$ cat src/hw/rtl/rsc_pkg.sv
// Shared constants, types and modular arithmetic helpers for the GF(929) check word generator.
package rsc_pkg;

  localparam int NCHK   = 64;
  localparam int CW_W   = 10;
  localparam int LVL_W  = 3;
  localparam int K_W    = $clog2(NCHK + 1);
  localparam int CNT_W  = $clog2(NCHK);
  localparam int NLVL   = 2 ** LVL_W;

  localparam logic [CW_W-1:0] PRIME     = 10'd929;
  localparam logic [CW_W-1:0] ROOT_BASE = 10'd3;
  localparam logic [20:0]     RECIP     = 21'd1155803;
  localparam int              RECIP_SH  = 30;

  localparam logic [1:0] KIND_START  = 2'd0;
  localparam logic [1:0] KIND_DATA   = 2'd1;
  localparam logic [1:0] KIND_FINISH = 2'd2;

  typedef enum logic [2:0] {
    ST_IDLE,
    ST_MUL,
    ST_QUOT,
    ST_UPD,
    ST_EMIT
  } st_e;

  typedef enum logic [2:0] {
    OP_HOLD,
    OP_INIT,
    OP_MUL,
    OP_QUOT,
    OP_GEN,
    OP_REM,
    OP_ROT
  } cell_op_e;

  typedef struct packed {
    cell_op_e        op;
    logic [CW_W-1:0] mul_a;
  } cell_ctrl_t;

  function automatic logic [CW_W-1:0] fold_mod(input logic [CW_W:0] v);
    logic [CW_W:0] t;
    t = v - {1'b0, PRIME};
    return (v >= {1'b0, PRIME}) ? t[CW_W-1:0] : v[CW_W-1:0];
  endfunction

  function automatic logic [CW_W-1:0] mod_sub(input logic [CW_W-1:0] a,
                                               input logic [CW_W-1:0] b);
    logic [CW_W:0] t;
    t = {1'b0, a} + {1'b0, PRIME} - {1'b0, b};
    return fold_mod(t);
  endfunction

  function automatic logic [CW_W-1:0] mul3_mod(input logic [CW_W-1:0] r);
    logic [CW_W+1:0] t;
    logic [CW_W+1:0] p1;
    logic [CW_W+1:0] p2;
    t  = {2'b00, r} + {1'b0, r, 1'b0};
    p1 = {2'b00, PRIME};
    p2 = {1'b0, PRIME, 1'b0};
    if (t >= p2) begin
      t = t - p2;
    end else if (t >= p1) begin
      t = t - p1;
    end
    return t[CW_W-1:0];
  endfunction

  function automatic logic [K_W-1:0] check_count(input logic [LVL_W-1:0] lvl);
    logic [NLVL+1:0] k;
    k = {{(NLVL+1){1'b0}}, 1'b1} << ({1'b0, lvl} + 4'd1);
    if (k > (NLVL + 2)'(NCHK)) begin
      k = (NLVL + 2)'(NCHK);
    end
    return K_W'(k);
  endfunction

  function automatic int top_lane(input int lvl);
    int k;
    k = 2 << lvl;
    if (k > NCHK) begin
      k = NCHK;
    end
    return k - 1;
  endfunction

endpackage

$ cat src/hw/rtl/rsc_cell.sv
// One lane of the chain: generator coefficient, remainder word and a multiply-reduce unit.
module rsc_cell (
  input  logic                       clk_i,
  input  logic                       rst_ni,
  input  rsc_pkg::cell_ctrl_t        ctrl_i,
  input  logic                       en_i,
  input  logic                       seed_i,
  input  logic [rsc_pkg::CW_W-1:0]   gen_prev_i,
  input  logic [rsc_pkg::CW_W-1:0]   rem_prev_i,
  output logic [rsc_pkg::CW_W-1:0]   gen_o,
  output logic [rsc_pkg::CW_W-1:0]   rem_o
);

  logic [rsc_pkg::CW_W-1:0]   gen_q, gen_d;
  logic [rsc_pkg::CW_W-1:0]   rem_q, rem_d;
  logic [2*rsc_pkg::CW_W-1:0] prod_q, prod_d;
  logic [rsc_pkg::CW_W-1:0]   quot_q, quot_d;
  logic [40:0]                quot_full;
  logic [2*rsc_pkg::CW_W-1:0] qm;
  logic [rsc_pkg::CW_W:0]     resid_raw;
  logic [rsc_pkg::CW_W-1:0]   resid;

  assign quot_full = {21'd0, prod_q} * {20'd0, rsc_pkg::RECIP};
  assign qm        = {10'd0, quot_q} * {10'd0, rsc_pkg::PRIME};
  assign resid_raw = prod_q[rsc_pkg::CW_W:0] - qm[rsc_pkg::CW_W:0];
  assign resid     = rsc_pkg::fold_mod(resid_raw);

  always_comb begin
    gen_d  = gen_q;
    rem_d  = rem_q;
    prod_d = prod_q;
    quot_d = quot_q;
    case (ctrl_i.op)
      rsc_pkg::OP_INIT: begin
        gen_d = seed_i ? 10'd1 : 10'd0;
        rem_d = '0;
      end
      rsc_pkg::OP_MUL: begin
        prod_d = {10'd0, ctrl_i.mul_a} * {10'd0, gen_q};
      end
      rsc_pkg::OP_QUOT: begin
        quot_d = quot_full[rsc_pkg::RECIP_SH+rsc_pkg::CW_W-1:rsc_pkg::RECIP_SH];
      end
      rsc_pkg::OP_GEN: begin
        if (en_i) begin
          gen_d = rsc_pkg::mod_sub(gen_prev_i, resid);
        end
      end
      rsc_pkg::OP_REM: begin
        if (en_i) begin
          rem_d = rsc_pkg::mod_sub(rem_prev_i, resid);
        end
      end
      rsc_pkg::OP_ROT: begin
        if (en_i) begin
          rem_d = rem_prev_i;
        end
      end
      default: begin
      end
    endcase
  end

  always_ff @(posedge clk_i or negedge rst_ni) begin
    if (!rst_ni) begin
      rem_q <= '0;
    end else begin
      rem_q <= rem_d;
    end
  end

  always_ff @(posedge clk_i) begin
    gen_q  <= gen_d;
    prod_q <= prod_d;
    quot_q <= quot_d;
  end

  assign gen_o = gen_q;
  assign rem_o = rem_q;

endmodule

$ cat config.mk
export PLATFORM = sky130hd
export DESIGN_NAME = rsc_cell
export DESIGN_NICKNAME = d
export VERILOG_FILES = /design/src/hw/rtl/rsc_pkg.sv /design/src/hw/rtl/rsc_cell.sv
export SDC_FILE = /design/constraint.sdc
export NUM_CORES = 1
export LEC_CHECK = 0
export BUFFER_PORTS_ARGS = -buffer_cell sky130_fd_sc_hd__buf_4
export CAP_MARGIN = 10
export CORE_MARGIN = 2
export CORE_UTILIZATION = 35
export CTS_CLUSTER_DIAMETER = 120
export DETAILED_ROUTE_END_ITERATION = 8
export PLACE_DENSITY = 0.56
export SYNTH_ARGS = -nofsm -noshare
export SYNTH_HDL_FRONTEND = slang
export SYNTH_SLANG_ARGS = --single-unit
$ cat constraint.sdc
create_clock -name clk_i -period 8.6 [get_ports clk_i]
set_input_delay 0.86 -clock clk_i [delete_from_list [all_inputs] [get_ports clk_i]]
set_output_delay 0.86 -clock clk_i [all_outputs]
set_load 0.01 [all_outputs]
; ---- Yosys cells after proc, flatten, opt, wreduce, memory -nomap -nowiden
; Index checks and enable logic that the tools add are counted.
[classes]
n_addsub = 8
n_eq_ne = 9
reduce_logical = 4
n_mux = 9
order_cmp = 3
multipliers = 3
[op_table]
columns = operator, count
row1 = $mux 10, 6
row2 = $mul 20x21->40 const B, 1
row3 = $ge 11x10->1 const B, 3
row4 = $pmux 10 s3, 1
row5 = $sub 10x10->10 const B, 3
row6 = $add 10x10->11 const B, 2
row7 = $sub 11x10->11, 2
row8 = $mul 10x10->20, 1
row9 = $pmux 10 s2, 1
row10 = $mul 10x10->11 const B, 1
row11 = $sub 11x11->11, 1
row12 = $eq 3x3->1 const B, 3
row13 = $eq 3x2->1 const B, 2
row14 = $ne 2x2->1 const B, 3
row15 = $eq 3x1->1 const B, 1
row16 = $reduce_and 3->1, 1
row17 = $reduce_bool 3->1, 1
row18 = $reduce_and 2->1, 1
row19 = $reduce_bool 2->1, 1
row20 = $mux 1, 1
[totals]
wordCells = 40
inputBits = 37
output_inout_bits = 20
regBits = 50

; ---- Logic depth before layout (Yosys ltp)
[depth]
word_depth = 9
mapped_depth = 30
depth_no_buf = 29

; ---- Least setup slack after synthesis
; Ideal clock, no wire load.
[synth_timing]
path_kind = reg-to-reg
startpoint = register quot_q[0] (netlist name)
endpoint = register gen_q (netlist bit gen_o[6]) (data pin)
setup_time_ns = 0.147
stages_incl_launch_ff = 31
setup_slack_ns = 1.597
t_required_ns = 8.453
arrival_time_ns = 6.857
synth_period_minus_slack_ns = 7.003
path_cell_list = edfxtp_1 > inv_1 > fa_1 > inv_1 > fa_1 > ha_1 > fa_1 > fa_1 > inv_1 > ha_1 > nand2_1 > a21o_1 > and3_1 > a311oi_4 > buf_6 > nor2_1 > a21oi_1 > ha_1 > inv_1 > ha_1 > inv_1 > fa_1 > and2b_1 > o21ai_2 > nor3b_1 > nor2_1 > o21a_1 > nor2_1 > o41a_1 > or3_1 > a21oi_1
[synth_between]
elab_chain_cells = 9
word_cells_on_any_way = 11
[synth_rtl]
columns = item, line_no
row1 = "start, declared", rsc_cell.sv:17  ; logic [rsc_pkg::CW_W-1:0] quot_q, quot_d;
row2 = "start signal, assigned", rsc_cell.sv:75  ; quot_q <= quot_d;
row3 = $mul 10x10->11 (*), rsc_cell.sv:24  ; assign qm = {10'd0, quot_q} * {10'd0, rsc_pkg::PRIME};
row4 = $sub 11x11->11 (*), rsc_cell.sv:25  ; assign resid_raw = prod_q[rsc_pkg::CW_W:0] - qm[rsc_pkg::CW_W:0];
row5 = $sub 10x10->10 or $ge 11x10->1 (tied branches), "rsc_pkg.sv:45, rsc_pkg.sv:46"
row6 = $mux 10 (*), rsc_pkg.sv:46  ; return (v >= {1'b0, PRIME}) ? t[CW_W-1:0] : v[CW_W-1:0];
row7 = $sub 11x10->11 (*), rsc_pkg.sv:52  ; t = {1'b0, a} + {1'b0, PRIME} - {1'b0, b};
row8 = $sub 10x10->10 or $ge 11x10->1 (tied branches), "rsc_pkg.sv:45, rsc_pkg.sv:46"
row9 = $mux 10 (*), rsc_pkg.sv:46
row10 = $mux 10 (*), rsc_cell.sv:45  ; if (en_i) begin
row11 = $pmux 10 s2 (*), rsc_cell.sv:33  ; case (ctrl_i.op)
row12 = "end signal, assigned", rsc_cell.sv:73  ; gen_q <= gen_d;
row13 = "end, declared", rsc_cell.sv:14  ; logic [rsc_pkg::CW_W-1:0] gen_q, gen_d;
; Mark *: on every way between the ends. The rest lies on a longest branch, timed or not. The select of a mux whose other input is x is not followed.
; A chain may end at the register's enable or synchronous reset.

; ---- Worst setup path in the final report
[layout_timing]
startpoint = register quot_q[0] (netlist name)
endpoint = register gen_q (netlist bit gen_o[5]) (data pin)
; Same word-level chain as after synthesis.

==> metrics.cfg <==
[yosys]
postSynthCellCount = 1531
avgSynthCellArea_um2 = 9.58
yosysTopAreaCell = fa_1
synth_area_um2 = 14700
ys_types = 75
postSynth.asyncResetShare_pct = 20.0
synth-seq-cells = 50
synth_area_leaders = fa_1 28%, ha_1 28%, inv_1 9.3%
synth_edf_count = 40
syn_nets = 2101
yosysWarnings = 0
seq_area_frac_synth_pct = 9.90
synthDominantCellAreaShare_pct = 28.1
synth-main-ff-cell = edfxtp_1

[placement]
place_congestion = 0.864
place_hpwl_um = 28100
portBuffers = 56
postPlaceCellArea_um2 = 15700

[drt]
drt-wirelength-per-cell_um = 15.0
dr.first_iter.drc_count = 380
vias_per_cell = 4.83
post-route-drc-count = 0
routed-via-count = 10200
drt.antenna.violating_nets = 0
routed_wl_um = 31600
drt-pass1-iter-count = 4

[global_routing]
grt_use_met3_pct = 1.07
grt_max_degree = 21
grt_pass1_wl_um = 53800
antenna_found_initial = 0
grt_pass1_vias = 10800
overflow = 0
track_usage_pct = 15.2
grt.busiest_layer = met2
grt.met1_usage_pct = 20.5
grt_use_met2_pct = 26.4

[sta]
skew_ns = 0.0142
slew_headroom_pct = 29.3
finalHoldViolCount = 0
final_max_slew_viol_count = 0
tightestPinTransition_ns = 1.06
hold_ws_ns = 0.372
max_freq_mhz = 130
period_minus_slack_ns = 7.69
setup-violations-final = 0
tns_ns = 0
timing.final.crit_share_pct = 89.5
rsz0062_at_grt = no

[layout]
layout_common_cells = 362 x inv_1, 327 x ha_1, 206 x fa_1, 109 x nand2_1, 57 x buf_4
final_common_cell = inv_1
design_area_um2 = 15800
area_growth_pct = 7.91
antenna_cells = 0
nets = 2144
nFillCells = 4224
final_layout_size_suffix_gt1_share_pct = 6.54

[floorplanning]
die-area_um2 = 43600
initial_core_util_pct = 35.7
die_width_um = 209
dieHeight_um = 209
pin_count = 57
coreArea_um2 = 41100
rows = 74

[clock_tree]
cts_resized = 0
cts_root_buffer = clkbuf_16
cts.sinks = 50
htree_num_levels = 2
cts_hold_buffers = 0
cts_made_buffers = 5
cts.path.max_buffers = 2
path_clk_slew_ns = 0.08
clk_latency_ns = 0.31
cts_tree = yes
post-cts-setup-buffers = 0

[critical_path]
arrival_ns = 7.75
critical_path_class = reg -> reg
critPathRequiredTime_ns = 8.66
cp_max_fo = 11
start_kind = flip-flop
crit_path_top_delay_cell = fa_1
worstSetupEndpointType = flip-flop
cpPeakStageDelay_ns = 0.55

[flow_run]
cap_violations = 0

[outcome]
status = complete, no violations

[worst_hold_path]
hold_path.class = in -> async

==> sequential cells by signal (all words and copies together) (netlist names) <==
signal,cells
gen_o,10
rem_o,10
quot_q,10
prod_q,20
==> area by class of cell <==
type,instances,area [um^2],area share [%]
Inverter,363,1360,8.61
Clock inverter,3,25.0,0.158
Tap cell,532,666,4.21
Multi-Input combinational cell,1097,11800,74.4
Clock buffer,5,125,0.791
Sequential cell,50,1450,9.17
Timing Repair Buffer,57,428,2.70
==> kinds of logic after synthesis <==
kind of cell               count (synthesis)  synth area share, %
adders and majority gates                533                 56.0
buffers and inverters                    384                 9.88
and+or+nand+nor                          301                 10.2
AOI/OAI and AO/OA                        180                 8.75
xor gates and xnor gates                  79                 4.97
DFF                                       50                 9.90
muxes                                      4                0.282
==> metrics by stage <==
| stage | instances | setup slack (ns) | utilization, % |
|---|---|---|---|
| after global routing | 2107 | 0.337 | 38.5 |
| after CTS | 2107 | 0.877 | 38.5 |
| after detailed placement | 2099 | 0.911 | 38.1 |
| after global placement | 2099 | 1.10 | 38.1 |
| after floorplan | 1531 | 1.60 | - |
| final | 2107 | 0.906 | 38.5 |
==> cell usage after synthesis (7+ instances only) <==
master	number
a21oi_1	47
a211oi_1	7
nor2_1	44
o21ai_1	14
o21ai_0	22
nand3_1	18
nor3_1	20
xor2_1	23
dfrtp_1	10
nand2_1	109
edfxtp_1	40
inv_1	362
fa_1	206
a21o_1	18
xnor2_1	51
nand2b_1	16
and2_1	50
clkbuf_1	20
ha_1	327
o21a_1	9
==> path summary, 6_finish.rpt <==
| kind | startpoint | to | slack (ns) | depth (start not counted) |
|---|---|---|---|---|
| min | rst_ni | rem_o[3] | 0.37 | 1 |
| min reg2reg | rem_o[6] | rem_o[6] | 0.53 | 2 |
| max | quot_q[0] | gen_o[5] | 0.91 | 29 |
| max reg2reg | quot_q[0] | gen_o[5] | 0.91 | 29 |
| max in group asynchronous | rst_ni | rem_o[5] | 8.08 | 1 |
| min in group clk_i | rem_o[6] | rem_o[6] | 0.53 | 2 |
==> routing by layer <==
layer  vias up  part of all wire [%]  routed length, um
li1       5012                     -                  -
met1      5022                    48              15100
met2       117                    48              15200
met3        28                   2.4                743
met4         0                   1.7                539
met5         -                     0                  0
==> critical path, delay by kind of cell, from the launching register on <==
kind,cells,cell delay (ns)
AND/OR/NAND/NOR,7,1.01
AO/OA/AOI/OAI,8,1.98
buffers and inverters,5,0.34
flip-flops,1,0.47
adder cells (fa/ha/maj),9,3.62
Power is not shown: default switching activity piles up to over one toggle a cycle in this logic, so the estimate is an artifact.
